### src/design/opr_pkg.sv
// ----------------------------------------------------------------------------
// opr_pkg: shared types and constants for the optimal page replacement block
// Reference and result records, replay job descriptor, trace write port,
// engine states and a small encoder helper.
// ----------------------------------------------------------------------------
package opr_pkg;

  localparam int MAX_REFS   = 64;
  localparam int MAX_FRAMES = 16;
  localparam int IDX_W      = $clog2(MAX_REFS);
  localparam int CNT_W      = $clog2(MAX_REFS + 1);
  localparam int SLOT_W     = $clog2(MAX_FRAMES);
  localparam int NF_W       = $clog2(MAX_FRAMES + 1);
  localparam int PAGE_W     = 8;

  localparam logic [NF_W-1:0] FRAME_COUNT_RST = NF_W'(4);

  typedef struct packed {
    logic [PAGE_W-1:0] page;
    logic              last_ref;
  } in_item_t;

  typedef struct packed {
    logic [IDX_W-1:0]  ref_index;
    logic              hit;
    logic [SLOT_W-1:0] frame_slot;
    logic [PAGE_W-1:0] placed_page;
    logic              evicted_valid;
    logic [PAGE_W-1:0] evicted_page;
    logic              last_result;
    logic [CNT_W-1:0]  hit_total;
    logic [CNT_W-1:0]  miss_total;
    logic              overflow;
  } out_item_t;

  typedef struct packed {
    logic [CNT_W-1:0] count;
    logic [NF_W-1:0]  frames;
    logic             overflow;
  } job_t;

  typedef struct packed {
    logic              en;
    logic [IDX_W-1:0]  addr;
    logic [PAGE_W-1:0] data;
  } trace_wr_t;

  typedef enum logic [2:0] {
    ST_IDLE,
    ST_RD,
    ST_LOOK,
    ST_SCAN,
    ST_EMIT
  } eng_state_t;

  function automatic logic [SLOT_W-1:0] first_set(input logic [MAX_FRAMES-1:0] v);
    logic [SLOT_W-1:0] r;
    r = '0;
    for (int j = MAX_FRAMES - 1; j >= 0; j--) begin
      if (v[j]) begin
        r = SLOT_W'(j);
      end
    end
    return r;
  endfunction

endpackage

### src/design/opr_job_q.sv
// ----------------------------------------------------------------------------
// opr_job_q: two-entry replay job queue
// Carries replay jobs from the loader to the replay engine.
// ----------------------------------------------------------------------------
module opr_job_q (
  input  logic          clk,
  input  logic          rst_n,
  input  logic          push,
  input  opr_pkg::job_t push_data,
  output logic          full,
  input  logic          pop,
  output opr_pkg::job_t pop_data,
  output logic          empty
);
  import opr_pkg::*;

  job_t       slots_r [2];
  logic       wptr_r;
  logic       rptr_r;
  logic [1:0] cnt_r;
  logic       do_push;
  logic       do_pop;

  assign full     = (cnt_r == 2'd2);
  assign empty    = (cnt_r == 2'd0);
  assign pop_data = slots_r[rptr_r];
  assign do_push  = push && !full;
  assign do_pop   = pop && !empty;

  always_ff @(posedge clk) begin
    if (!rst_n) begin
      wptr_r <= 1'b0;
      rptr_r <= 1'b0;
      cnt_r  <= 2'd0;
    end else begin
      if (do_push) begin
        wptr_r <= ~wptr_r;
      end
      if (do_pop) begin
        rptr_r <= ~rptr_r;
      end
      cnt_r <= cnt_r + {1'b0, do_push} - {1'b0, do_pop};
    end
  end

  always_ff @(posedge clk) begin
    if (do_push) begin
      slots_r[wptr_r] <= push_data;
    end
  end

endmodule

### src/design/opr_rec_q.sv
// ----------------------------------------------------------------------------
// opr_rec_q: two-entry result record queue
// Decouples the replay engine from the result consumer.
// ----------------------------------------------------------------------------
module opr_rec_q (
  input  logic               clk,
  input  logic               rst_n,
  input  logic               push,
  input  opr_pkg::out_item_t push_data,
  output logic               full,
  input  logic               pop,
  output opr_pkg::out_item_t pop_data,
  output logic               empty
);
  import opr_pkg::*;

  out_item_t  slots_r [2];
  logic       wptr_r;
  logic       rptr_r;
  logic [1:0] cnt_r;
  logic       do_push;
  logic       do_pop;

  assign full     = (cnt_r == 2'd2);
  assign empty    = (cnt_r == 2'd0);
  assign pop_data = slots_r[rptr_r];
  assign do_push  = push && !full;
  assign do_pop   = pop && !empty;

  always_ff @(posedge clk) begin
    if (!rst_n) begin
      wptr_r <= 1'b0;
      rptr_r <= 1'b0;
      cnt_r  <= 2'd0;
    end else begin
      if (do_push) begin
        wptr_r <= ~wptr_r;
      end
      if (do_pop) begin
        rptr_r <= ~rptr_r;
      end
      cnt_r <= cnt_r + {1'b0, do_push} - {1'b0, do_pop};
    end
  end

  always_ff @(posedge clk) begin
    if (do_push) begin
      slots_r[wptr_r] <= push_data;
    end
  end

endmodule

### src/design/opr_front.sv
// ----------------------------------------------------------------------------
// opr_front: reference loader
// Writes references into the engine's trace memory, tracks length and overflow, holds the frame count
// register and issues a replay job on the last reference.
// ----------------------------------------------------------------------------
module opr_front (
  input  logic                    clk,
  input  logic                    rst_n,
  input  logic                    in_push,
  input  opr_pkg::in_item_t       in_data,
  output logic                    in_full,
  input  logic                    cfg_we,
  input  logic [opr_pkg::NF_W-1:0] cfg_wdata,
  output opr_pkg::trace_wr_t      trace_wr,
  output logic                    job_push,
  output opr_pkg::job_t           job_data,
  input  logic                    job_full,
  input  logic                    run_done
);
  import opr_pkg::*;

  logic [NF_W-1:0]  frame_count_r;
  logic [CNT_W-1:0] len_r;
  logic             ovf_r;
  logic             busy_r;
  logic             accept;
  logic             room;
  logic [NF_W-1:0]  frames_eff;

  assign in_full = busy_r || job_full;
  assign accept  = in_push && !in_full;
  assign room    = (len_r < CNT_W'(MAX_REFS));

  always_comb begin
    if (frame_count_r == '0) begin
      frames_eff = NF_W'(1);
    end else if (frame_count_r > NF_W'(MAX_FRAMES)) begin
      frames_eff = NF_W'(MAX_FRAMES);
    end else begin
      frames_eff = frame_count_r;
    end
  end

  assign trace_wr.en   = accept && room;
  assign trace_wr.addr = len_r[IDX_W-1:0];
  assign trace_wr.data = in_data.page;

  assign job_push          = accept && in_data.last_ref;
  assign job_data.count    = room ? (len_r + CNT_W'(1)) : len_r;
  assign job_data.frames   = frames_eff;
  assign job_data.overflow = ovf_r || !room;

  always_ff @(posedge clk) begin
    if (!rst_n) begin
      frame_count_r <= FRAME_COUNT_RST;
      len_r         <= '0;
      ovf_r         <= 1'b0;
      busy_r        <= 1'b0;
    end else begin
      if (cfg_we) begin
        frame_count_r <= cfg_wdata;
      end
      if (accept) begin
        if (in_data.last_ref) begin
          len_r  <= '0;
          ovf_r  <= 1'b0;
          busy_r <= 1'b1;
        end else if (room) begin
          len_r <= len_r + CNT_W'(1);
        end else begin
          ovf_r <= 1'b1;
        end
      end else if (run_done) begin
        busy_r <= 1'b0;
      end
    end
  end

endmodule

### src/design/opr_engine.sv
// ----------------------------------------------------------------------------
// opr_engine: optimal replacement replay engine
// Owns the trace memory and frame table, replays one stored string per job
// and writes one record per reference into the result queue.
// ----------------------------------------------------------------------------
module opr_engine (
  input  logic               clk,
  input  logic               rst_n,
  input  opr_pkg::trace_wr_t trace_wr,
  input  logic               job_empty,
  input  opr_pkg::job_t      job_data,
  output logic               job_pop,
  output logic               rec_push,
  output opr_pkg::out_item_t rec_data,
  input  logic               rec_full,
  output logic               run_done
);
  import opr_pkg::*;

  logic [PAGE_W-1:0] trace_mem [MAX_REFS];
  logic [PAGE_W-1:0] rd_data_r;
  logic [IDX_W-1:0]  rd_addr;

  eng_state_t        state_r, state_nxt;
  logic [IDX_W-1:0]  i_r, i_nxt;
  logic [IDX_W-1:0]  k_r, k_nxt;
  logic [CNT_W-1:0]  count_r, count_nxt;
  logic [NF_W-1:0]   nf_r, nf_nxt;
  logic              ovf_r, ovf_nxt;
  logic [CNT_W-1:0]  hits_r, hits_nxt;
  logic [PAGE_W-1:0] cur_r, cur_nxt;
  logic              hit_r, hit_nxt;
  logic [SLOT_W-1:0] slot_r, slot_nxt;
  logic              evv_r, evv_nxt;
  logic [MAX_FRAMES-1:0] fvalid_r, fvalid_nxt;
  logic [MAX_FRAMES-1:0] found_r, found_nxt;
  logic [PAGE_W-1:0] fpage_r [MAX_FRAMES];
  logic              fpage_we;

  logic [MAX_FRAMES-1:0] nf_mask;
  logic [MAX_FRAMES-1:0] match;
  logic [MAX_FRAMES-1:0] empty_v;
  logic [MAX_FRAMES-1:0] fnd;
  logic [MAX_FRAMES-1:0] fresh;
  logic                  is_last;
  logic                  scan_end;

  always_ff @(posedge clk) begin
    if (trace_wr.en) begin
      trace_mem[trace_wr.addr] <= trace_wr.data;
    end
    rd_data_r <= trace_mem[rd_addr];
  end

  always_comb begin
    for (int j = 0; j < MAX_FRAMES; j++) begin
      nf_mask[j] = (NF_W'(j) < nf_r);
      match[j]   = fvalid_r[j] && nf_mask[j] && (fpage_r[j] == rd_data_r);
      empty_v[j] = !fvalid_r[j] && nf_mask[j];
    end
  end

  assign is_last  = ({1'b0, i_r} + CNT_W'(1)) == count_r;
  assign scan_end = ({1'b0, k_r} + CNT_W'(1)) == count_r;
  assign fnd      = found_r | match;
  assign fresh    = match & ~found_r;

  always_comb begin
    rec_data.ref_index     = i_r;
    rec_data.hit           = hit_r;
    rec_data.frame_slot    = slot_r;
    rec_data.placed_page   = cur_r;
    rec_data.evicted_valid = evv_r;
    rec_data.evicted_page  = evv_r ? fpage_r[slot_r] : '0;
    rec_data.last_result   = is_last;
    rec_data.hit_total     = is_last ? hits_r : '0;
    rec_data.miss_total    = is_last ? (count_r - hits_r) : '0;
    rec_data.overflow      = is_last && ovf_r;
  end

  always_comb begin
    state_nxt  = state_r;
    i_nxt      = i_r;
    k_nxt      = k_r;
    count_nxt  = count_r;
    nf_nxt     = nf_r;
    ovf_nxt    = ovf_r;
    hits_nxt   = hits_r;
    cur_nxt    = cur_r;
    hit_nxt    = hit_r;
    slot_nxt   = slot_r;
    evv_nxt    = evv_r;
    fvalid_nxt = fvalid_r;
    found_nxt  = found_r;
    rd_addr    = i_r;
    job_pop    = 1'b0;
    rec_push   = 1'b0;
    run_done   = 1'b0;
    fpage_we   = 1'b0;
    unique case (state_r)
      ST_IDLE: begin
        if (!job_empty) begin
          job_pop    = 1'b1;
          count_nxt  = job_data.count;
          nf_nxt     = job_data.frames;
          ovf_nxt    = job_data.overflow;
          fvalid_nxt = '0;
          hits_nxt   = '0;
          i_nxt      = '0;
          state_nxt  = ST_RD;
        end
      end
      ST_RD: begin
        state_nxt = ST_LOOK;
      end
      ST_LOOK: begin
        cur_nxt = rd_data_r;
        hit_nxt = 1'b0;
        evv_nxt = 1'b0;
        if (|match) begin
          hit_nxt   = 1'b1;
          slot_nxt  = first_set(match);
          hits_nxt  = hits_r + CNT_W'(1);
          state_nxt = ST_EMIT;
        end else if (|empty_v) begin
          slot_nxt  = first_set(empty_v);
          state_nxt = ST_EMIT;
        end else begin
          evv_nxt = 1'b1;
          if (is_last) begin
            slot_nxt  = '0;
            state_nxt = ST_EMIT;
          end else begin
            k_nxt     = i_r + IDX_W'(1);
            rd_addr   = i_r + IDX_W'(1);
            found_nxt = '0;
            state_nxt = ST_SCAN;
          end
        end
      end
      ST_SCAN: begin
        found_nxt = fnd;
        if (fnd == nf_mask) begin
          slot_nxt  = first_set(fresh);
          state_nxt = ST_EMIT;
        end else if (scan_end) begin
          slot_nxt  = first_set(nf_mask & ~fnd);
          state_nxt = ST_EMIT;
        end else begin
          k_nxt   = k_r + IDX_W'(1);
          rd_addr = k_r + IDX_W'(1);
        end
      end
      ST_EMIT: begin
        if (!rec_full) begin
          rec_push           = 1'b1;
          fpage_we           = 1'b1;
          fvalid_nxt[slot_r] = 1'b1;
          if (is_last) begin
            run_done  = 1'b1;
            state_nxt = ST_IDLE;
          end else begin
            i_nxt     = i_r + IDX_W'(1);
            state_nxt = ST_RD;
          end
        end
      end
      default: begin
        state_nxt = ST_IDLE;
      end
    endcase
  end

  always_ff @(posedge clk) begin
    if (!rst_n) begin
      state_r  <= ST_IDLE;
      fvalid_r <= '0;
      hits_r   <= '0;
      i_r      <= '0;
      count_r  <= '0;
      nf_r     <= '0;
      ovf_r    <= 1'b0;
    end else begin
      state_r  <= state_nxt;
      fvalid_r <= fvalid_nxt;
      hits_r   <= hits_nxt;
      i_r      <= i_nxt;
      count_r  <= count_nxt;
      nf_r     <= nf_nxt;
      ovf_r    <= ovf_nxt;
    end
  end

  always_ff @(posedge clk) begin
    k_r     <= k_nxt;
    cur_r   <= cur_nxt;
    hit_r   <= hit_nxt;
    slot_r  <= slot_nxt;
    evv_r   <= evv_nxt;
    found_r <= found_nxt;
    if (fpage_we) begin
      fpage_r[slot_r] <= cur_r;
    end
  end

`ifndef NO_ASSERTIONS
  a_hit_no_evict: assert property (@(posedge clk) disable iff (!rst_n)
    rec_push |-> !(rec_data.hit && rec_data.evicted_valid))
    else $error("record marks both hit and eviction");

  a_slot_in_range: assert property (@(posedge clk) disable iff (!rst_n)
    rec_push |-> ({1'b0, rec_data.frame_slot} < nf_r))
    else $error("record slot beyond frames in use");

  a_scan_bound: assert property (@(posedge clk) disable iff (!rst_n)
    (state_r == ST_SCAN) |-> ({1'b0, k_r} < count_r))
    else $error("scan past end of stored string");

  a_totals: assert property (@(posedge clk) disable iff (!rst_n)
    (rec_push && rec_data.last_result) |->
      (({1'b0, rec_data.hit_total} + {1'b0, rec_data.miss_total}) == {1'b0, count_r}))
    else $error("hit and miss totals disagree with string length");

  a_done_idle: assert property (@(posedge clk) disable iff (!rst_n)
    run_done |=> (state_r == ST_IDLE))
    else $error("engine not idle after replay");
`endif

endmodule

### src/design/optimal_page_replacement.sv
// ----------------------------------------------------------------------------
// optimal_page_replacement: Belady optimal page replacement over a stored string
// Stores a page reference string and replays it under the optimal policy,
// one result record per reference.
// ----------------------------------------------------------------------------
// References load at one per cycle until the one marked last; the input then
// shows full for the whole replay. Each reference is replayed as a trace read,
// a frame lookup and a record write, plus, on a miss with every frame in use
// before the last reference, a scan of the later references until all
// resident pages have been seen again or the string ends; the scan reads the
// trace memory through its single read port. Records leave through a two-entry
// queue, so a stalled consumer stops the replay at the record write. Strings
// longer than 64 references keep the first 64 and flag overflow on the last
// record. The trace memory needs no clearing after reset.
module optimal_page_replacement (
  input  logic                     clk,
  input  logic                     rst_n,
  input  logic                     in_push,
  input  opr_pkg::in_item_t        in_data,
  output logic                     in_full,
  output logic                     out_empty,
  input  logic                     out_pop,
  output opr_pkg::out_item_t       out_data,
  input  logic                     cfg_we,
  input  logic [opr_pkg::NF_W-1:0] cfg_wdata
);
  import opr_pkg::*;

  trace_wr_t trace_wr;
  logic      job_push;
  job_t      job_in;
  logic      job_full;
  logic      job_pop;
  job_t      job_out;
  logic      job_empty;
  logic      run_done;
  logic      rec_push;
  out_item_t rec_data;
  logic      rec_full;

  opr_front u_front (
    .clk       (clk),
    .rst_n     (rst_n),
    .in_push   (in_push),
    .in_data   (in_data),
    .in_full   (in_full),
    .cfg_we    (cfg_we),
    .cfg_wdata (cfg_wdata),
    .trace_wr  (trace_wr),
    .job_push  (job_push),
    .job_data  (job_in),
    .job_full  (job_full),
    .run_done  (run_done)
  );

  opr_job_q u_job_q (
    .clk       (clk),
    .rst_n     (rst_n),
    .push      (job_push),
    .push_data (job_in),
    .full      (job_full),
    .pop       (job_pop),
    .pop_data  (job_out),
    .empty     (job_empty)
  );

  opr_engine u_engine (
    .clk       (clk),
    .rst_n     (rst_n),
    .trace_wr  (trace_wr),
    .job_empty (job_empty),
    .job_data  (job_out),
    .job_pop   (job_pop),
    .rec_push  (rec_push),
    .rec_data  (rec_data),
    .rec_full  (rec_full),
    .run_done  (run_done)
  );

  opr_rec_q u_rec_q (
    .clk       (clk),
    .rst_n     (rst_n),
    .push      (rec_push),
    .push_data (rec_data),
    .full      (rec_full),
    .pop       (out_pop),
    .pop_data  (out_data),
    .empty     (out_empty)
  );

endmodule
### config.mk
export PLATFORM = sky130hd
export DESIGN_NAME = optimal_page_replacement
export DESIGN_NICKNAME = d
export VERILOG_FILES = /design/src/design/opr_pkg.sv /design/src/design/opr_job_q.sv /design/src/design/opr_rec_q.sv /design/src/design/opr_front.sv /design/src/design/opr_engine.sv /design/src/design/optimal_page_replacement.sv
export SDC_FILE = /design/constraint.sdc
export NUM_CORES = 1
export LEC_CHECK = 0
export ABC_AREA = 1
export BUFFER_PORTS_ARGS = -buffer_cell sky130_fd_sc_hd__buf_4
export CAP_MARGIN = 20
export CORE_MARGIN = 2
export CORE_UTILIZATION = 41
export CTS_CLUSTER_DIAMETER = 200
export DETAILED_ROUTE_END_ITERATION = 8
export GPL_ROUTABILITY_DRIVEN = 0
export GPL_TIMING_DRIVEN = 1
export HOLD_SLACK_MARGIN = 0.02
export REMOVE_ABC_BUFFERS = 1
export SYNTH_ARGS = -nofsm -noshare
export SYNTH_HDL_FRONTEND = slang
export SYNTH_SLANG_ARGS = --single-unit
### constraint.sdc
create_clock -name clk -period 9.9 [get_ports clk]
set_input_delay 1.485 -clock clk [delete_from_list [all_inputs] [get_ports clk]]
set_output_delay 1.485 -clock clk [all_outputs]
set_load 0.005 [all_outputs]
# == Yosys cells after proc, flatten, opt, wreduce, memory -nomap -nowiden ==
# Memory sizes are Yosys's and may differ from the RTL's. A register that Yosys moved wholly into a read port is not among the register bits.
# Index checks and enable logic that the tools add are counted.
# totals
elab_cells,342
input_bits,19
ramBits,754
ff_bits,90
output_inout_bits,46
memories,4
# memory_table
name,depth,word_bits,read_ports,rd_ports_with_merged_regs,write_ports,line,text
u_engine.trace_mem,64,8,1,1,1,opr_engine.sv:20,logic [PAGE_W-1:0] trace_mem [MAX_REFS];
u_engine.fpage_r,16,8,17,1,1,opr_engine.sv:37,logic [PAGE_W-1:0] fpage_r [MAX_FRAMES];
u_rec_q.slots_r,2,44,1,1,1,opr_rec_q.sv:17,out_item_t slots_r [2];
u_job_q.slots_r,2,13,1,1,1,opr_job_q.sv:17,job_t slots_r [2];
# op_classes
bitwise,11
n_reduce_logical,101
n_addsub,11
eq_ne,37
n_mux,138
n_lt_le_gt_ge,20
# op_table
cell,count
$mux W4,70
$eq A8 B8 Y1,16
$mux W16,5
$mux W6,12
$pmux W16 S2,2
$logic_and A1 B1 Y1,57
$mux W7,6
$lt A4 B5 Y1 const A,8
$pmux W6 S2,3
$and A16 B16 Y16,2
$not A16 Y16,2
$or A16 B16 Y16,2
$reduce_or A16 Y1,2
$mux W1,26
$logic_not A1 Y1,23
$mux W3,7
$lt A3 B5 Y1 const A,4
$ne A2 B2 Y1 const B,9
$eq A16 B16 Y1,1
$pmux W3 S5,1
$add A6 B1 Y7 const B,2
$add A7 B1 Y7 const B,2
$eq A7 B7 Y1,2
$pmux W7 S2,1
other kinds (31),53

# == Logic depth before layout (Yosys ltp) ==
# Gate-level depths: netlist (run 1).
# depth
depth_word,26
ltp_mapped,30
ltp_nobuf,26

# == Hierarchy ==
# From an unflattened synthesis (run 1), not the netlist that was laid out.
# unflattened
hier_cells,4159
hier_area_um2,41429.7
# by_module_without_submodules
mod,area_each_um2,seq_area_each_um2,cells_each,n_inst
opr_engine,35724.3,21440.6,3787,1
opr_rec_q,3627.2,2742.6,175,1
opr_job_q,1223.7,880.8,78,1
opr_front,854.6,280.3,119,1

# == Least setup slack after synthesis (run 1) ==
# Ideal clock, no wire load.
# synth_path
kind,reg2reg
start,register u_engine.state_r[0]
end,"memory u_rec_q.slots_r[1][0] in the netlist's numbering, enable pin"
setup_ns,0.447
arrival_time_ns,3.090
period_less_slack_ns,3.537
stages_incl_launch_ff,9
slack_ns,6.363
path_cell_list,dfxtp_1 > nor2_1 > inv_1 > nor2_1 > inv_1 > nor2_1 > inv_1 > clkbuf_1 > nor2_1
# synth_between
elab_chain_len,5
# synth_rtl
item,line,text
start: declaration,opr_engine.sv:24,"eng_state_t state_r, state_nxt;"
start signal: assignment,opr_engine.sv:184,state_r <= state_nxt;
$eq A3 B3 Y1,opr_engine.sv:100,unique case (state_r)
$mux W1,opr_engine.sv:100,
$logic_and A1 B1 Y1,opr_rec_q.sv:27,assign do_push = push && !full;
net u_rec_q.do_push,opr_rec_q.sv:21,logic do_push;
$mux W1,opr_rec_q.sv:47,if (do_push) begin
$mux W1 (implied by the code),opr_rec_q.sv:48,slots_r[wptr_r] <= push_data;
end: declaration,opr_rec_q.sv:17,
# The timed path passes the listed nets, and every way through them passes these cells.

# == Worst setup path in the final report (run 1) ==
# layout_path
start,"register u_engine.rd_data_r[7], read port of u_engine.trace_mem"
end,"register u_engine.rd_data_r[2], read port of u_engine.trace_mem"
# layout_between
elab_chain_len,6
word_cells_on_any_way,38
cone_classes,eq/ne: 17; mux: 3; bitwise: 1; reduce/logical: 17
# layout_rtl
item,line,text
start: declaration,opr_engine.sv:21,logic [PAGE_W-1:0] rd_data_r;
$eq A8 B8 Y1,opr_engine.sv:58,match[j] = fvalid_r[j] && nf_mask[j] && (fpage_r[j] == rd_data_r);
$logic_and A1 B1 Y1,opr_engine.sv:58,
$or A16 B16 Y16,opr_engine.sv:65,assign fnd = found_r | match;
$eq A16 B16 Y1,opr_engine.sv:143,if (fnd == nf_mask) begin
$mux W6,opr_engine.sv:143,
$pmux W6 S2 *,opr_engine.sv:100,
# Every way passes the cells marked *; elsewhere a longest branch is shown, timed or not.
# A chain may end at the register's enable or synchronous reset.

==> flow_metrics.tcl, run 1 <==
set metrics [dict create \
    status "finished, final reports clean" \
    antenna_found_initial 1 \
    setup_viol 0 \
    worstReg2RegStart "u_engine.rd_data_r[7]" \
    root_buffer "clkbuf_16" \
    dp_cells 5439 \
    crit_family "simple AND/OR/NAND/NOR gates" \
    finalSetupTns_ns 0 \
    vias_per_cell 5.472 \
    finalNetCount 4287 \
    grt_max_degree 203 \
    ys_ff_latch 870 \
    pre_cts_ws_ns 3.414 \
    cpMostUsedCell "nand2_1" \
    setup_slack_ns 3.377 \
    multi_input_area_um2 13160 \
    netlist_area_um2 41080 \
    startpoint_type "flop" \
    finalCritPeriodShare 0.6588 \
    leakage_nw 17.67 \
    syn_to_final_growth_pct 10.66 \
    final_cell_mix "nand2_1, edfxtp_1, nand3_1" \
    ctsHoldBuffers 0 \
    fin_worst_skew_ns 0.02474 \
    synth_top_family_by_area "simple AND/OR/NAND/NOR gates" \
    critPathLaunch "u_engine.rd_data_r[7]" \
    cp.buffers_inverters 2 \
    dp_hpwl_um 74430 \
    cp_slowest_stage_delay_ns 0.92 \
    synth_compound_area_frac 0.04559 \
    async_flop_share 0 \
    netlist_instances 4238 \
    arrival_ns 7.12 \
    hp-class "flop to flop" \
    synthMuxAreaShare 0.01206 \
    path_cells "inv_2, nand2_1, nand2_1, or4_1, nor4_1, nor2_1, ha_1, nand2_1, nor3_1, nand4_1, nand3_1, nor2_1, nor2_1, nand2_8, nand2_8, buf_12, nand2_1, nand2_1, nand2_1, nand3_1, nand3_1, nand3_1, nand3_1, nand2_1" \
    synth-edff-count 790 \
    endpoint_kind "flop" \
    mostFrequentLayoutCell "nand2_1" \
    regArea_um2 25330 \
    io_pins 65 \
    clockBufferDepth 3 \
    synth_xor_area_frac 0.01130 \
    ir_drop_v 0.0001820 \
    finalMaxSlewViolations 0 \
    nFillCells 9277 \
    period_needed_ns 6.523 \
    grt_pass1_vias 29144 \
    portBuffers 64 \
    rsz0062_at_grt "false" \
    power.density_nw_per_um2 243.0 \
    synthSimpleGateAreaFrac 0.2395 \
    slew_headroom 0.2477 \
    worstMarginPinSlew_ns 1.125 \
    finalWirelength_um 120000 \
    core-area_um2 99710 \
    vias 30701 \
    cts_tree "built" \
    cp_max_fo 118 \
    synth_fa_ha_area_frac 0.009624 \
    grt-ovfl-total 0 \
    post_cts_resized 0 \
    ys.flop_type "edfxtp_1" \
    htreeDepth 3 \
    power_w 0.01105 \
    clkTransAtPathRegs_ns 0.06 \
    stdcell_count 5611 \
    die_w_um 320.5 \
    drc_errors 0 \
    drv_cap 0 \
    first_pass_iters 6 \
    min_from "u_rec_q.rptr_r" \
    clock.fmax_ghz 0.1533 \
    wl_per_cell_um 21.38 \
    cts_setup_buffers 0 \
    start_util 0.4120 \
    ys_types 54 \
    fp.dieH_um 320.5 \
    layout-drive-gt1-share 0.08349 \
    grt_pass1_wl_um 179600 \
    cts.sinks 870 \
    worst-setup-path-type "flop to flop" \
    slowest_stage "dfxtp_1" \
    cts-buffers-inserted 92 \
    yosys_warnings 0 \
    row_count 116 \
    worstPathRequired_ns 10.50 \
    drt_iter0_drc 3228 \
    die_area_um2 102700 \
    groute.usage.overall 0.2295 \
    avgSynthCellArea_um2 9.694 \
    seq_area_frac_synth 0.6164 \
    hold_viol_final 0 \
    clock_latency_ns 0.67 \
    ant_nets 0 \
]
[path summary, 6_finish.rpt]
check	end	slack, ns	cells after the start
worst min-delay path	flop	0.45	1
worst min register to register	flop	0.45	1
worst max-delay path	u_engine.rd_data_r[2]	3.38	24
worst max register to register	u_engine.rd_data_r[2]	3.38	24
[per-stage QoR]
stage,hold slack [ns],utilization,area (um^2)
2_1_floorplan,0.4215,-,39890
3_3_place_gp,0.4294,0.4263,42510
3_5_place_dp,0.4416,0.4266,42540
4_1_cts,0.4545,0.4557,45440
5_1_grt,0.4743,0.4559,45460
6_report,0.4534,0.4559,45460
[per-layer routing]
metal  global-route usage  part of all wire  vias up  wire length (um)
met2               0.3675              0.46     1331             55750
met4               0.1106             0.050        0              5944
met3              0.03536             0.076      297              9145
li1                     -                 -    14401                 -
met1               0.3053              0.41    14672             49140
met5                    0                 0        -                 0
[logic make-up (layout without fill, tap and decap cells)]
| logic type | Yosys count | after routing |
|---|---|---|
| AOI/OAI and AO/OA | 343 | 343 |
| xor gates and xnor gates | 53 | 53 |
| adders and majority gates | 31 | 31 |
| buffers and inverters | 615 | 689 |
| DFF | 870 | 870 |
| muxes | 44 | 44 |
| other | 0 | 1 |
| and+or+nand+nor | 2282 | 2282 |
[synth_stat cells, types with 4 or more instances]
master    instances  area share
nor4_1            9      0.0014
nor2_2            5     0.00076
dfxtp_1          80       0.039
or2_2            12      0.0018
inv_1           378       0.035
edfxtp_1        790        0.58
o21ai_1          11      0.0013
mux2_2           44       0.012
buf_6            24      0.0066
o211ai_1         14      0.0026
clkbuf_1         76      0.0069
nand2_1        1137        0.10
buf_1            11      0.0010
xnor2_1          30      0.0064
nor2_1          313       0.029
a21oi_1         133       0.016
nand3_1         685       0.083
nor3_1           28      0.0034
nand2_2           9      0.0014
o21ai_0         138       0.017
a31oi_1          17      0.0026
ha_1             30      0.0091
nand4_1          34      0.0052
buf_2            79      0.0096
xor2_1           23      0.0049
nor3b_1           4     0.00073
o31ai_1           5     0.00091
buf_4            24      0.0044
inv_2            18      0.0016
nand3b_1         36      0.0066
[final cells by class]
class	count	area share
diodes	1	0.00005504
clock buffers	123	0.05496
clock inverters	46	0.008945
inverters	400	0.03308
multi-input cells	2753	0.2894
flip-flops and latches	870	0.5571
well taps	1298	0.03572
repair buffers	120	0.02072
[report_power, final]
part / leakage [nW] / internal, W / switching (W) / total [W]
Sequential: 7.78 / 0.00418 / 0.000169 / 0.00435
Clock: 1.40 / 0.00188 / 0.00147 / 0.00335
Combinational: 8.49 / 0.000957 / 0.00240 / 0.00335
[sequential cells by signal, summed over array words and instances (netlist names), 2 cells and up, named ones only]
signal	cells
u_job_q.slots_r	26
u_front.frame_count_r	5
u_rec_q.slots_r	88
u_front.len_r	7
u_engine.hits_r	7
u_engine.count_r	7
u_engine.fvalid_r	16
u_engine.k_r	6
u_engine.state_r	3
u_job_q.cnt_r	2
u_engine.cur_r	8
u_engine.found_r	16
u_engine.fpage_r	128
u_engine.nf_r	5
u_engine.slot_r	4
u_rec_q.cnt_r	2
u_engine.i_r	6
u_engine.trace_mem	512
u_engine.rd_data_r	8
No activity file was read; power rests on OpenSTA's default activity.
==> run 2: changes to the inputs <==
- ABC_AREA: 1 -> 0
- clock period: 9.9 -> 6.8 ns (I/O delays scaled with it)
==> flow_metrics.tcl, run 2 <==
set metrics [dict create \
    worstPathRequired_ns 7.25 \
    cp_max_fo 43 \
    ys_ff_latch 870 \
    finalWirelength_um 96080 \
    clock.fmax_ghz 0.1564 \
    largest_registers "u_engine.trace_mem: 512 flops, u_engine.fpage_r: 128 flops, u_rec_q.slots_r: 88 flops" \
    slew_headroom 0.3090 \
    seqPwrFrac 0.456 \
    root_buffer "clkbuf_16" \
    first_pass_iters 5 \
    die_area_um2 94270 \
    hp-class "flop to flop" \
    netSwitchingFraction 0.2876 \
    grt-ovfl-total 0 \
    vias_per_cell 5.749 \
    fin_area_um2 42180 \
    netlist_area_um2 37650 \
    clockPowerShare 0.338 \
    cts.sinks 870 \
    clock_latency_ns 0.65 \
    drv_cap 0 \
    cts-buffers-inserted 88 \
    netlist_instances 2657 \
    startpoint_type "flop" \
    ant_nets 0 \
    drt_iter0_drc 2446 \
    finalCritPeriodShare 0.9405 \
    antenna_found_initial 0 \
    worstMarginPinSlew_ns 1.037 \
    vias 22841 \
    regMostFlops "u_engine.trace_mem" \
    ctsHoldBuffers 0 \
    layout-drive-gt1-share 0.1511 \
    mostFrequentLayoutCell "edfxtp_1" \
    clockBufferDepth 3 \
    io_pins 65 \
    placed_area_um2 39370 \
    reg2regPathDepth 19 \
    cts_setup_buffers 0 \
    finalSetupTns_ns 0 \
    setup_slack_ns 0.4048 \
    start_util 0.4120 \
    fp.dieH_um 307.0 \
    finalNetCount 2767 \
    comb_power_share 0.206 \
    setup_viol 0 \
    hold_viol_final 0 \
    rsz0062_at_grt "false" \
    power.density_nw_per_um2 329.4 \
    yosys-top-cells-area "edfxtp_1, mux4_2, dfxtp_1" \
    grt_max_degree 81 \
    post_cts_resized 0 \
    cts_tree "built" \
    row_count 111 \
    synth_top_area_frac 0.6301 \
    endpoint_kind "flop" \
    avgSynthCellArea_um2 14.17 \
    p_switching_w 0.003996 \
    ys_types 88 \
    whs_ns 0.4908 \
    synth-edff-count 790 \
    yosysMostFrequentCell "edfxtp_1" \
    htreeDepth 3 \
    yosys_warnings 0 \
    grt_pass1_vias 22416 \
    internal_power_w 0.009897 \
    ir_drop_v 0.0001867 \
    wl_per_cell_um 24.18 \
    grt_pass1_wl_um 143400 \
    largest_register_ff_count 512 \
    core-area_um2 91390 \
    leakage_nw 14.02 \
    clkTransAtPathRegs_ns 0.06 \
    yosys.area.top_type "edfxtp_1" \
    diodes 0 \
    final_cell_mix "edfxtp_1, nand2_1, nor2_1" \
    finalMaxSlewViolations 0 \
    async_flop_share 0 \
    worst-setup-path-type "flop to flop" \
    status "finished, final reports clean" \
    synth_common_cells "edfxtp_1, nand2_1, nor2_1, xnor2_1, nand3_1" \
    drc_errors 0 \
    seq_area_frac_synth 0.6726 \
    pre_cts_ws_ns 0.4448 \
    die_w_um 307.0 \
    period_needed_ns 6.395 \
    ys.flop_type "edfxtp_1" \
    arrival_ns 6.84 \
    groute.usage.overall 0.2014 \
    portBuffers 64 \
    hold_depth 2 \
    fin_worst_skew_ns 0.02314 \
    syn_to_final_growth_pct 12.02 \
    dp_hpwl_um 64280 \
]
run 2: changes by cell type in the layout (fill, tap and decap cells not counted), moves of 76 or more:
cell / change
nand3_1: -585
o21ai_0: -106
nand2_1: -815
xnor2_1: +87
inv_1: -340
a21oi_1: -76
mux4_2: +87
run 2: cell type report:
| type | count | area (um^2) |
|---|---|---|
| multi-input combinational | 1605 | 11530 |
| clock inverter | 41 | 396.6 |
| tap | 1186 | 1484 |
| timing repair buffer | 111 | 908.4 |
| fill | 7968 | 49210 |
| sequential | 870 | 25330 |
| clock buffer | 119 | 2381 |
| inverter | 41 | 153.9 |
run 2: stage by stage:
step,utilization,instances,power [W]
6_report,0.4615,3973,0.01389
2_1_floorplan,-,2516,0.008389
4_1_cts,0.4612,3971,0.01397
3_3_place_gp,0.4308,3811,0.009270
3_5_place_dp,0.4308,3811,0.009300
5_1_grt,0.4615,3973,0.01444
run 2: worst max-delay path: stages (launching register included):
cell      delay, ns
dfxtp_1        0.69
nor4_1         0.18
buf_4          0.20
nor4_1         0.44
nand4_1        0.24
nor2b_1        0.21
ha_1           0.29
nand4_1        0.12
or4_1          0.64
o41ai_4        0.17
or3_1          0.19
a21oi_1        0.09
nor3b_2        0.28
buf_12         0.31
buf_4          0.45
mux4_2         0.57
nand3_1        0.22
o31ai_1        0.19
nor4_1         0.41
nand4b_1       0.29
run 2: path summary, 6_finish.rpt:
path	endpoint	slack [ns]	start
setup / recovery	u_engine.rd_data_r[6]	0.40	u_engine.nf_r[4]
hold / removal	u_front.ovf_r	0.49	u_front.ovf_r
setup reg to reg	u_engine.rd_data_r[6]	0.40	u_engine.nf_r[4]
hold reg to reg	u_front.ovf_r	0.49	u_front.ovf_r
run 2: kinds of logic after synthesis:
family	after synthesis	share of synthesized area
compound gates	294	0.05610
buf+inv	182	0.02213
fa+ha+maj	31	0.01050
mux	200	0.08444
xor+xnor	173	0.04061
simple gates	907	0.1136
flops	870	0.6726
run 2: layer usage:
layer  GRT usage  part of all wire  vias to the layer above
met5           0                 0                        -
met4     0.07056             0.036                        0
met3     0.03053             0.068                      199
met2      0.3315              0.48                      969
met1      0.2728              0.41                    11507
li1            -                 -                    10166
run 2: power by group through the flow:
stage	registers, W	clock network (W)	logic (W)
2_1_floorplan	0.00645	0	0.00194
3_3_place_gp	0.00644	0	0.00283
3_5_place_dp	0.00645	0	0.00285
4_1_cts	0.00634	0.00477	0.00286
5_1_grt	0.00637	0.00498	0.00310
6_report	0.00634	0.00469	0.00286
